## src/hw/rtl/swcb_pkg.sv

```systemverilog
// shared types, constants and slot decode for the stopwatch clock bank
package swcb_pkg;

  localparam int unsigned USER_SLOTS   = 8;
  localparam int unsigned SYSTEM_SLOTS = 3;
  localparam int unsigned NUM_SLOTS    = SYSTEM_SLOTS + USER_SLOTS;
  localparam int unsigned SLOT_W       = $clog2(NUM_SLOTS);

  localparam logic [6:0]  USER_BASE     = 7'd100;
  localparam logic [31:0] WRAP_HIGH_MIN = 32'hF000_0001;
  localparam logic [31:0] WRAP_LOW_MAX  = 32'h1000_0000;

  // round(2^48 / ticks per second)
  localparam int unsigned TICK_SCALE_W = 23;
  localparam logic [TICK_SCALE_W-1:0] TICK_SCALE = 23'd6152199;

  localparam int unsigned PROD_W = 32 + TICK_SCALE_W;
  localparam int unsigned Q_W    = PROD_W + 2;
  localparam int unsigned OUT_W  = 48;

  localparam logic [Q_W-1:0] SAT_POS_Q = {{(Q_W-OUT_W+1){1'b0}}, {(OUT_W-1){1'b1}}};
  localparam logic [Q_W-1:0] SAT_NEG_Q = {{(Q_W-OUT_W){1'b0}}, 1'b1, {(OUT_W-1){1'b0}}};

  typedef enum logic [1:0] {
    ACT_INIT   = 2'd0,
    ACT_UPDATE = 2'd1,
    ACT_RESET  = 2'd2,
    ACT_QUERY  = 2'd3
  } action_t;

  typedef struct packed {
    logic              hit;
    logic [SLOT_W-1:0] idx;
  } slot_sel_t;

  typedef struct packed {
    logic vld;
    logic clock_valid;
  } res_ctl_t;

  function automatic slot_sel_t slot_decode(input logic [6:0] id);
    slot_sel_t  s;
    logic [6:0] ofs;
    s.hit = 1'b0;
    s.idx = '0;
    ofs   = id - USER_BASE;
    if (id >= USER_BASE) begin
      if (ofs < 7'(USER_SLOTS)) begin
        s.hit = 1'b1;
        s.idx = SLOT_W'(SYSTEM_SLOTS) + SLOT_W'(ofs);
      end
    end else if (id < 7'(SYSTEM_SLOTS)) begin
      s.hit = 1'b1;
      s.idx = SLOT_W'(id);
    end
    return s;
  endfunction

endpackage

```

## src/hw/rtl/swcb_state.sv

```systemverilog
// input register, extended counter, snapshot slots and tick difference
module swcb_state (
  input  logic                     clk,
  input  logic                     rst_n,
  input  logic                     start,
  input  logic [1:0]               in_action,
  input  logic [6:0]               in_clock_id,
  input  logic [31:0]              in_counter_now,
  output swcb_pkg::res_ctl_t       ctl_o,
  output logic [63:0]              diff_o
);

  logic                        in_vld_r;
  swcb_pkg::action_t           in_action_r;
  logic [6:0]                  in_id_r;
  logic [31:0]                 in_now_r;

  logic [31:0]                 last_r, last_nxt;
  logic [31:0]                 wrap_r, wrap_nxt;
  logic [63:0]                 snap_r [swcb_pkg::NUM_SLOTS];

  swcb_pkg::res_ctl_t          ctl_r, ctl_nxt;
  logic [63:0]                 diff_r, diff_nxt;

  swcb_pkg::slot_sel_t         sel;
  logic                        wrap_hit;
  logic [31:0]                 wrap_inc;
  logic [63:0]                 ext_new;
  logic                        snap_we;

  always_ff @(posedge clk) begin
    if (!rst_n) begin
      in_vld_r <= 1'b0;
    end else begin
      in_vld_r <= start;
    end
    in_action_r <= swcb_pkg::action_t'(in_action);
    in_id_r     <= in_clock_id;
    in_now_r    <= in_counter_now;
  end

  always_comb begin
    sel      = swcb_pkg::slot_decode(in_id_r);
    wrap_hit = (last_r >= swcb_pkg::WRAP_HIGH_MIN) && (in_now_r < swcb_pkg::WRAP_LOW_MAX);
    wrap_inc = wrap_r + {31'd0, wrap_hit};
    ext_new  = {wrap_inc, in_now_r};
    last_nxt = last_r;
    wrap_nxt = wrap_r;
    snap_we  = 1'b0;
    ctl_nxt  = '0;
    diff_nxt = ext_new - snap_r[sel.idx];
    if (in_vld_r) begin
      unique case (in_action_r)
        swcb_pkg::ACT_INIT: begin
          last_nxt = in_now_r;
          wrap_nxt = '0;
        end
        swcb_pkg::ACT_UPDATE: begin
          last_nxt = in_now_r;
          wrap_nxt = wrap_inc;
        end
        swcb_pkg::ACT_RESET: begin
          last_nxt = in_now_r;
          wrap_nxt = wrap_inc;
          snap_we  = sel.hit;
        end
        swcb_pkg::ACT_QUERY: begin
          ctl_nxt.vld         = 1'b1;
          ctl_nxt.clock_valid = sel.hit;
          if (sel.hit) begin
            last_nxt = in_now_r;
            wrap_nxt = wrap_inc;
          end
        end
        default: begin
          last_nxt = last_r;
        end
      endcase
    end
  end

  always_ff @(posedge clk) begin
    if (!rst_n) begin
      last_r <= '0;
      wrap_r <= '0;
      ctl_r  <= '0;
      for (int i = 0; i < int'(swcb_pkg::NUM_SLOTS); i++) begin
        snap_r[i] <= '0;
      end
    end else begin
      last_r <= last_nxt;
      wrap_r <= wrap_nxt;
      ctl_r  <= ctl_nxt;
      if (snap_we) begin
        snap_r[sel.idx] <= ext_new;
      end
    end
    diff_r <= diff_nxt;
  end

  assign ctl_o  = ctl_r;
  assign diff_o = diff_r;

endmodule

```

## src/hw/rtl/swcb_scale.sv

```systemverilog
// pipelined tick-to-seconds scaling with rounding toward minus infinity and saturation
module swcb_scale (
  input  logic                         clk,
  input  logic                         rst_n,
  input  swcb_pkg::res_ctl_t           ctl_i,
  input  logic [63:0]                  diff_i,
  output logic                         out_valid,
  output logic signed [swcb_pkg::OUT_W-1:0] out_elapsed_seconds,
  output logic                         out_clock_valid
);

  swcb_pkg::res_ctl_t                  ctl1_r, ctl2_r, ctl3_r;
  logic                                neg1_r, neg2_r, neg3_r;
  logic [63:0]                         mag1_r;
  logic [swcb_pkg::PROD_W-1:0]         lo2_r, hi2_r;
  logic [swcb_pkg::Q_W-1:0]            q3_r;
  logic                                frac3_r;

  logic                                out_valid_r;
  logic [swcb_pkg::OUT_W-1:0]          out_sec_r, out_sec_nxt;
  logic                                out_cv_r;

  logic [swcb_pkg::Q_W-1:0]            q_adj;

  // magnitude, two partial products, combine
  always_ff @(posedge clk) begin
    if (!rst_n) begin
      ctl1_r <= '0;
      ctl2_r <= '0;
      ctl3_r <= '0;
    end else begin
      ctl1_r <= ctl_i;
      ctl2_r <= ctl1_r;
      ctl3_r <= ctl2_r;
    end
    neg1_r  <= diff_i[63];
    mag1_r  <= diff_i[63] ? (64'd0 - diff_i) : diff_i;
    neg2_r  <= neg1_r;
    lo2_r   <= swcb_pkg::PROD_W'(mag1_r[31:0]) * swcb_pkg::PROD_W'(swcb_pkg::TICK_SCALE);
    hi2_r   <= swcb_pkg::PROD_W'(mag1_r[63:32]) * swcb_pkg::PROD_W'(swcb_pkg::TICK_SCALE);
    neg3_r  <= neg2_r;
    q3_r    <= swcb_pkg::Q_W'(hi2_r) + swcb_pkg::Q_W'(lo2_r[swcb_pkg::PROD_W-1:32]);
    frac3_r <= |lo2_r[31:0];
  end

  always_comb begin
    q_adj       = q3_r + {{(swcb_pkg::Q_W-1){1'b0}}, frac3_r};
    out_sec_nxt = '0;
    if (ctl3_r.clock_valid) begin
      if (!neg3_r) begin
        out_sec_nxt = (q3_r > swcb_pkg::SAT_POS_Q) ? swcb_pkg::SAT_POS_Q[swcb_pkg::OUT_W-1:0]
                                                   : q3_r[swcb_pkg::OUT_W-1:0];
      end else if (q_adj > swcb_pkg::SAT_NEG_Q) begin
        out_sec_nxt = swcb_pkg::SAT_NEG_Q[swcb_pkg::OUT_W-1:0];
      end else begin
        out_sec_nxt = swcb_pkg::OUT_W'(0) - q_adj[swcb_pkg::OUT_W-1:0];
      end
    end
  end

  always_ff @(posedge clk) begin
    if (!rst_n) begin
      out_valid_r <= 1'b0;
    end else begin
      out_valid_r <= ctl3_r.vld;
    end
    out_sec_r <= out_sec_nxt;
    out_cv_r  <= ctl3_r.clock_valid;
  end

  assign out_valid           = out_valid_r;
  assign out_elapsed_seconds = signed'(out_sec_r);
  assign out_clock_valid     = out_cv_r;

endmodule

```

## src/hw/rtl/stopwatch_clock_bank.sv

```systemverilog
// top level of the stopwatch clock bank
// Command channel: a transfer happens at a rising edge with start high and
// busy low; busy is low except while reset is held, so one command can be
// given every cycle.
// Commands: init, update sample, reset slot to now, query elapsed seconds.
// Each command carries a slot id and the current 32-bit counter sample.
// The counter sample, wrap count and snapshot slots are updated from the
// input register in the cycle after the transfer, in command order, so
// back-to-back commands see the state left by the one before.
// Only a query gives a result: out_valid is high for exactly one cycle,
// after the command passes the input, state and scaling registers and the
// output register, with the elapsed seconds (signed Q31.16, saturated) and
// out_clock_valid. The scaling pipeline has the steps magnitude, two 32 by
// 23 partial products, combine, then round and saturate. Throughput is one
// item per cycle, and results leave in command order.
// The receiver takes every result in the cycle it is shown.
// Reset (synchronous, active low) clears the sample, the wrap count, all
// snapshot slots and the pipeline valid bits; no result is in flight after it.
module stopwatch_clock_bank (
  input  logic                                   clk,
  input  logic                                   rst_n,
  input  logic                                   start,
  output logic                                   busy,
  input  logic [1:0]                             in_action,
  input  logic [6:0]                             in_clock_id,
  input  logic [31:0]                            in_counter_now,
  output logic                                   out_valid,
  output logic signed [swcb_pkg::OUT_W-1:0]      out_elapsed_seconds,
  output logic                                   out_clock_valid
);

  swcb_pkg::res_ctl_t ctl;
  logic [63:0]        diff;

  assign busy = ~rst_n;

  swcb_state u_state (
    .clk            (clk),
    .rst_n          (rst_n),
    .start          (start),
    .in_action      (in_action),
    .in_clock_id    (in_clock_id),
    .in_counter_now (in_counter_now),
    .ctl_o          (ctl),
    .diff_o         (diff)
  );

  swcb_scale u_scale (
    .clk                 (clk),
    .rst_n               (rst_n),
    .ctl_i               (ctl),
    .diff_i              (diff),
    .out_valid           (out_valid),
    .out_elapsed_seconds (out_elapsed_seconds),
    .out_clock_valid     (out_clock_valid)
  );

endmodule
```

## config.mk

```make
export PLATFORM = sky130hd
export DESIGN_NAME = stopwatch_clock_bank
export DESIGN_NICKNAME = d
export VERILOG_FILES = /design/src/hw/rtl/swcb_pkg.sv /design/src/hw/rtl/swcb_state.sv /design/src/hw/rtl/swcb_scale.sv /design/src/hw/rtl/stopwatch_clock_bank.sv
export SDC_FILE = /design/constraint.sdc
export NUM_CORES = 2
export LEC_CHECK = 0
export BUFFER_PORTS_ARGS = -buffer_cell sky130_fd_sc_hd__buf_2
export CAP_MARGIN = 20
export CORE_AREA = 2 2 512 361
export CTS_BUF_LIST = sky130_fd_sc_hd__clkbuf_8
export DETAILED_ROUTE_END_ITERATION = 8
export DIE_AREA = 0 0 514 363
export GPL_ROUTABILITY_DRIVEN = 0
export GPL_TIMING_DRIVEN = 0
export HOLD_SLACK_MARGIN = 0.02
export PLACE_DENSITY = 0.67
export SETUP_SLACK_MARGIN = 0.15
export SLEW_MARGIN = 20
export SYNTH_ARGS = -nofsm -noshare
export SYNTH_HDL_FRONTEND = slang
export SYNTH_SLANG_ARGS = --single-unit
```

## constraint.sdc

```tcl
create_clock -name clk -period 7.83 [get_ports clk]
set_input_delay 1.1745 -clock clk [delete_from_list [all_inputs] [get_ports clk]]
set_output_delay 1.1745 -clock clk [all_outputs]
set_load 0.02 [all_outputs]
```

### Yosys cells after proc, flatten, opt, wreduce, memory -nomap -nowiden

Memory sizes are Yosys's and may differ from the RTL's.
Index checks and enable logic that the tools add are counted.

| storage, ports and cells | value |
|---|---|
| register bits | 463 |
| bits in latches | 0 |
| RAM bits | 704 |
| ROM bits | 0 |
| bits of input ports | 44 |
| output and inout bits | 51 |
| memories kept | 1 |

Memory list:

| memory | words | width | rd ports | clocked after Yosys merged registers in | write ports | line | RTL |
|---|---|---|---|---|---|---|---|
| u_state.snap_r | 11 | 64 | 1 | 0 | 11 | swcb_state.sv:20 | `logic [63:0] snap_r [swcb_pkg::NUM_SLOTS];` |

| operators by class | value |
|---|---|
| add/sub/neg operators | 8 |
| multipliers | 2 |
| div/mod/pow operators | 0 |
| $lt $le $gt $ge | 7 |
| equal/unequal tests | 4 |
| shifts and indexed selects | 0 |
| mux-type cells | 21 |
| bitwise logic cells | 1 |
| reduce and logical (&&, ||, !) cells | 9 |

Operator list:

| operator | count |
|---|---|
| $mux 48 | 3 |
| $mul 32x23->55 const B | 2 |
| $pmux 32 s3 | 1 |
| $mux 32 | 2 |
| $mux 64 | 1 |
| $pmux 32 s2 | 1 |
| $reduce_or 64->1 | 1 |
| $sub 1x64->64 const A | 1 |
| $sub 64x64->64 | 1 |
| $mux 63 | 1 |
| $add 57x1->57 | 1 |
| $gt 57x47->1 const B | 1 |
| $gt 57x48->1 const B | 1 |
| $add 55x23->56 | 1 |
| $sub 1x48->48 const A | 1 |
| $add 32x1->32 | 1 |
| $ge 32x32->1 const B | 1 |
| $lt 32x29->1 const B | 1 |
| $reduce_or 32->1 | 1 |
| $mux 5 | 3 |
| $ge 7x7->1 const B | 1 |
| $lt 7x2->1 const B | 1 |
| $lt 7x4->1 const B | 1 |
| $mux 1 | 7 |
| other kinds (14) | 16 |

### Longest topological paths before layout

| depth | value |
|---|---|
| depth in word-level cells | 11 |
| gate-level depth with buffers | 26 |

### Modules after synthesis

Synthesis repeated with hierarchy kept, for this count alone.

| second synthesis, totals | value |
|---|---|
| cells, all modules | 9023 |
| area total of the unflattened synthesis | 89686.0 um2 |

Modules (own cells, without submodules):

| module | times used | cells each | area each (um2) | sequential area each (um2) |
|---|---|---|---|---|
| swcb_state | 1 | 5003 | 52446.6 | 33552.2 |
| swcb_scale | 1 | 4019 | 37235.7 | 5805.6 |
| stopwatch_clock_bank | 1 | 1 | 3.8 | 0.0 |

### Worst setup path before layout

OpenSTA, ideal clock, no wires.

| path | value |
|---|---|
| kind | register -> register |
| start | register u_state.in_id_r[2] |
| end | memory u_state.snap_r[12][0] (enable) |
| setup time | 564 ps |
| arrival | 6919 ps |
| data required time | 7266 ps |
| setup slack | 346 ps |
| stages on the path, launching flop included | 9 |
| path through | dfxtp_1 -> or3_1 -> a2111oi_0 -> o21ai_0 -> nor2_1 -> clkbuf_1 -> buf_1 -> nand3_1 -> nor3_1 |

RTL lines:

| item | line | RTL |
|---|---|---|
| from (decl) | swcb_state.sv:15 | `logic [6:0] in_id_r;` |
| from (signal assigned) | swcb_state.sv:38 | `in_id_r <= in_clock_id;` |
| to (decl) | swcb_state.sv:20 |  |

### Worst setup path in the final report

| path | value |
|---|---|
| start | register u_state.in_id_r[2] |
| end | register u_state.diff_r[61], in the netlist u_state.diff_o[61] |

| on the way | value |
|---|---|
| longest elaborated chain between the ends | 6 |
| elaborated cells between the ends (all ways) | 10 |

RTL lines:

| item | line | RTL |
|---|---|---|
| $sub 7x7->7 | swcb_pkg.sv:46 | `ofs = id - USER_BASE;` |
| $lt 7x4->1 / $add 2x4->4 (equally long branches) | swcb_pkg.sv:48, swcb_pkg.sv:50 |  |
| $mux 5 | swcb_pkg.sv:48 | `if (ofs < 7'(USER_SLOTS)) begin` |
| $mux 5 (*) | swcb_pkg.sv:47 | `if (id >= USER_BASE) begin` |
| $mem_v2 11x64 (*) | n/a |  |
| $sub 64x64->64 (*) | swcb_state.sv:51 | `diff_nxt = ext_new - snap_r[sel.idx];` |
| named net u_state.diff_nxt[61] | swcb_state.sv:23 | `logic [63:0] diff_r, diff_nxt;` |
| to (signal assigned) | swcb_state.sv:98 | `diff_r <= diff_nxt;` |
| to (decl) | swcb_state.sv:23 |  |

The timed path passes the listed nets; every way through them passes the cells marked *.
A chain may end at the register's enable or synchronous reset.

==> impl_metrics.env <==
export IMPL_finalCritPeriodShare=0.960
export IMPL_ys_ff_latch=1486
export IMPL_ys_flop_type="edfxtp_1"
export IMPL_synth_edf_count=960
export IMPL_final_setup_skew_ns=0.178
export IMPL_cts_sinks=1486
export IMPL_netlist_area_leader_share=0.325
export IMPL_drt_iter0_drc=9664
export IMPL_violations="design-rule violations"
export IMPL_std_cell_rows=131
export IMPL_gr_usage_all_layers=0.293
export IMPL_io_pin_count=95
export IMPL_syn_nets=10000
export IMPL_arrival_ns=8.30
export IMPL_cts_tree="yes"
export IMPL_portBuffers=93
export IMPL_multiInputGateArea_sq_um=44600
export IMPL_synth_cell_area_sq_um=88600
export IMPL_hold_violations=0
export IMPL_fin_ws_ns=0.313
export IMPL_regArea_sq_um=39400
export IMPL_max_cap_viol_count=0
export IMPL_root_buffer="clkbuf_8"
export IMPL_antenna_found_initial=19
export IMPL_dp_slack_ns=-0.950
export IMPL_slew_violations=0
export IMPL_yosysMostFrequentCell="nand2_1"
export IMPL_synthArstFlopShare=0
export IMPL_synth_area_leaders="edfxtp_1 33%, dfxtp_1 12%, fa_1 11%"
export IMPL_postPlaceCellArea_sq_um=93000
export IMPL_drive_gt1_frac=0.0754
export IMPL_yosysWarnings=0
export IMPL_tightest_slew_ns=1.23
export IMPL_grt_overflow=0
export IMPL_cp_required_ns=8.62
export IMPL_cp_end_kind="register"
export IMPL_ant_nets=0
export IMPL_ctsHtreeMaxLevel=4
export IMPL_area_growth_synth_to_final_pct=10.9
export IMPL_syn_avg_cell_area_sq_um=10.0
export IMPL_core_region_area_sq_um=182000
export IMPL_critPathKind="reg2reg"
export IMPL_fill_cells=16000
export IMPL_grt_pass1_wl_microns=413000
export IMPL_die_w_microns=514
export IMPL_grt_max_degree=47
export IMPL_path_clk_slew_ns=0.07
export IMPL_numCtsBuffers=231
export IMPL_tns_ns=0
export IMPL_synth_common_cells="1,388 x nand2_1, 960 x edfxtp_1, 924 x inv_1"
export IMPL_synth_cell_type_count=90
export IMPL_remaining_drc_errors=6
export IMPL_fmax_ghz=0.133
export IMPL_wl_microns=279000
export IMPL_status="finished, violations left"
export IMPL_post_dp_hpwl_microns=212000
export IMPL_yosysSeqAreaShare=0.444
export IMPL_rsz0062_at_grt="true"
export IMPL_path_max_fanout=10
export IMPL_syn_inst=8847
export IMPL_period_minus_slack_ns=7.52
export IMPL_setup_viol=0
export IMPL_grt_pass1_vias=66200
export IMPL_nets=10400
export IMPL_start_kind="register"
export IMPL_clk_latency_ns=1.03
export IMPL_dr_pass1_iters=9
export IMPL_wire_per_inst_microns=23.6
export IMPL_slew_headroom=0.183
export IMPL_yosysTopAreaCell="edfxtp_1"
export IMPL_hold_class="in2reg"
export IMPL_dieArea_sq_um=187000
export IMPL_final_area_sq_um=98300
export IMPL_vias=69400
export IMPL_initial_utilization=0.488
export IMPL_die_height_microns=363
export IMPL_avgViaCountPerCell=5.87
export IMPL_clock_path_buffers=4
[what timing repair did]
| action | 4_1_cts | 5_1_grt |
|---|---|---|
| pin swaps | 0 | 5 |
| gates resized for setup | 57 | 159 |
| gates cloned | 0 | 0 |
| buffers inserted | 0 | 1 |
| hold buffers | 0 | 0 |
| endpoints found under the setup margin | 44 | 27 |
[stage by stage]
step,hold slack [ns],instances,util
2_1_floorplan,0.310,8847,-
3_3_place_gp,0.313,11300,0.507
3_5_place_dp,0.318,11400,0.512
4_1_cts,0.191,11800,0.539
5_1_grt,0.225,11800,0.541
6_report,0.231,11800,0.541
[registers in the layout, summed over array words and instances, names as in the netlist, 48 cells and up]
name,cells
u_scale.hi2_r,55
u_scale.lo2_r,55
u_scale.mag1_r,64
u_scale.out_elapsed_seconds,48
u_scale.q3_r,56
u_state.diff_o,64
u_state.snap_r,1024
[critical path, stage by stage (launching register included)]
cell and delay [ns]:
dfxtp_1 0.45, inv_1 0.07, ha_1 0.29, and3_1 0.18, nand3_1 0.31, inv_1 0.26
a21boi_4 0.35, clkbuf_4 0.34, clkbuf_2 0.51, nand2_1 0.10, a311oi_1 0.78, a311o_1 0.20
o21ai_1 0.23, ha_1 0.39, nor2b_1 0.19, o2111ai_1 0.16, a21boi_0 0.34, o21ai_1 0.18
a21oi_1 0.34, a211o_1 0.31, a211oi_2 0.14, o31ai_1 0.56, a31o_2 0.32, a31oi_1 0.15
xnor2_1 0.15
[cell type report]
class,instances,area share
multi-input combinational,5950,0.454
sequential,1486,0.401
buffer,487,0.0200
timing repair buffer,145,0.0117
clock inverter,163,0.0109
inverter,924,0.0353
tap,2394,0.0305
clock buffer,262,0.0367
antenna,4,0.000102
[path summary, 6_finish.rpt]
check                             start                          end  slack, ns  cells after the start
max reg2reg  u_state.in_id_r[2]$_DFF_P_   u_state.diff_o[61]$_DFF_P_       0.31                     24
max          u_state.in_id_r[2]$_DFF_P_   u_state.diff_o[61]$_DFF_P_       0.31                     24
min reg2reg  u_state.diff_o[42]$_DFF_P_   u_scale.mag1_r[42]$_DFF_P_       0.33                      1
min                   in_counter_now[7]  u_state.in_now_r[7]$_DFF_P_       0.23                      1
[routing by layer]
layer,part of all wire,routed length [microns],vias up,global-route usage
li1,-,-,30900,-
met2,0.42,117000,4197,0.423
met3,0.14,40000,731,0.107
met4,0.040,11100,26,0.108
met1,0.40,111000,33500,0.402
met5,0.00099,276,-,0
[placed cells by master (no fill, tap or decap), types with 18 or more instances in the layout]
cell type,Yosys,layout
edfxtp_1,960,960
o31ai_1,29,29
and2_1,46,46
dfxtp_2,0,22
buf_4,2,29
o21a_1,28,28
dfxtp_1,526,498
xnor2_1,249,249
a311oi_1,195,135
buf_2,4,99
nand2_1,1388,1379
clkbuf_2,0,59
nor4_1,53,53
inv_1,924,986
and4_1,19,19
a21oi_1,274,270
ha_1,618,618
or3_1,29,29
o21bai_1,23,23
nand3_1,415,415
nand4_1,63,63
a31oi_1,87,86
o211ai_1,18,18
clkbuf_1,446,387
nor2_1,793,792
nand2b_1,46,46
fa_1,508,508
a21o_1,203,203
xor2_1,120,120
buf_1,29,25
a311oi_2,0,55
clkbuf_8,0,262
and3_1,165,165
clkinv_1,0,40
o21ai_0,226,222
nor2b_1,27,27
a22oi_1,24,24
o22ai_1,19,19
nor3_1,58,52
clkinv_2,0,38
[kinds of logic (layout without fill, tap and decap cells)]
group | Yosys count | after routing | synth area share
buffers and inverters | 1411 | 1981 | 0.0604
adders and majority gates | 1126 | 1126 | 0.202
and+or+nand+nor | 3176 | 3176 | 0.158
AOI/OAI and AO/OA | 1268 | 1268 | 0.0973
muxes | 11 | 11 | 0.00126
other | 0 | 4 | 0
DFF | 1486 | 1486 | 0.444
xor gates and xnor gates | 369 | 369 | 0.0365
Power is not shown: default switching activity piles up to over one toggle a cycle in this logic, so the estimate is an artifact.
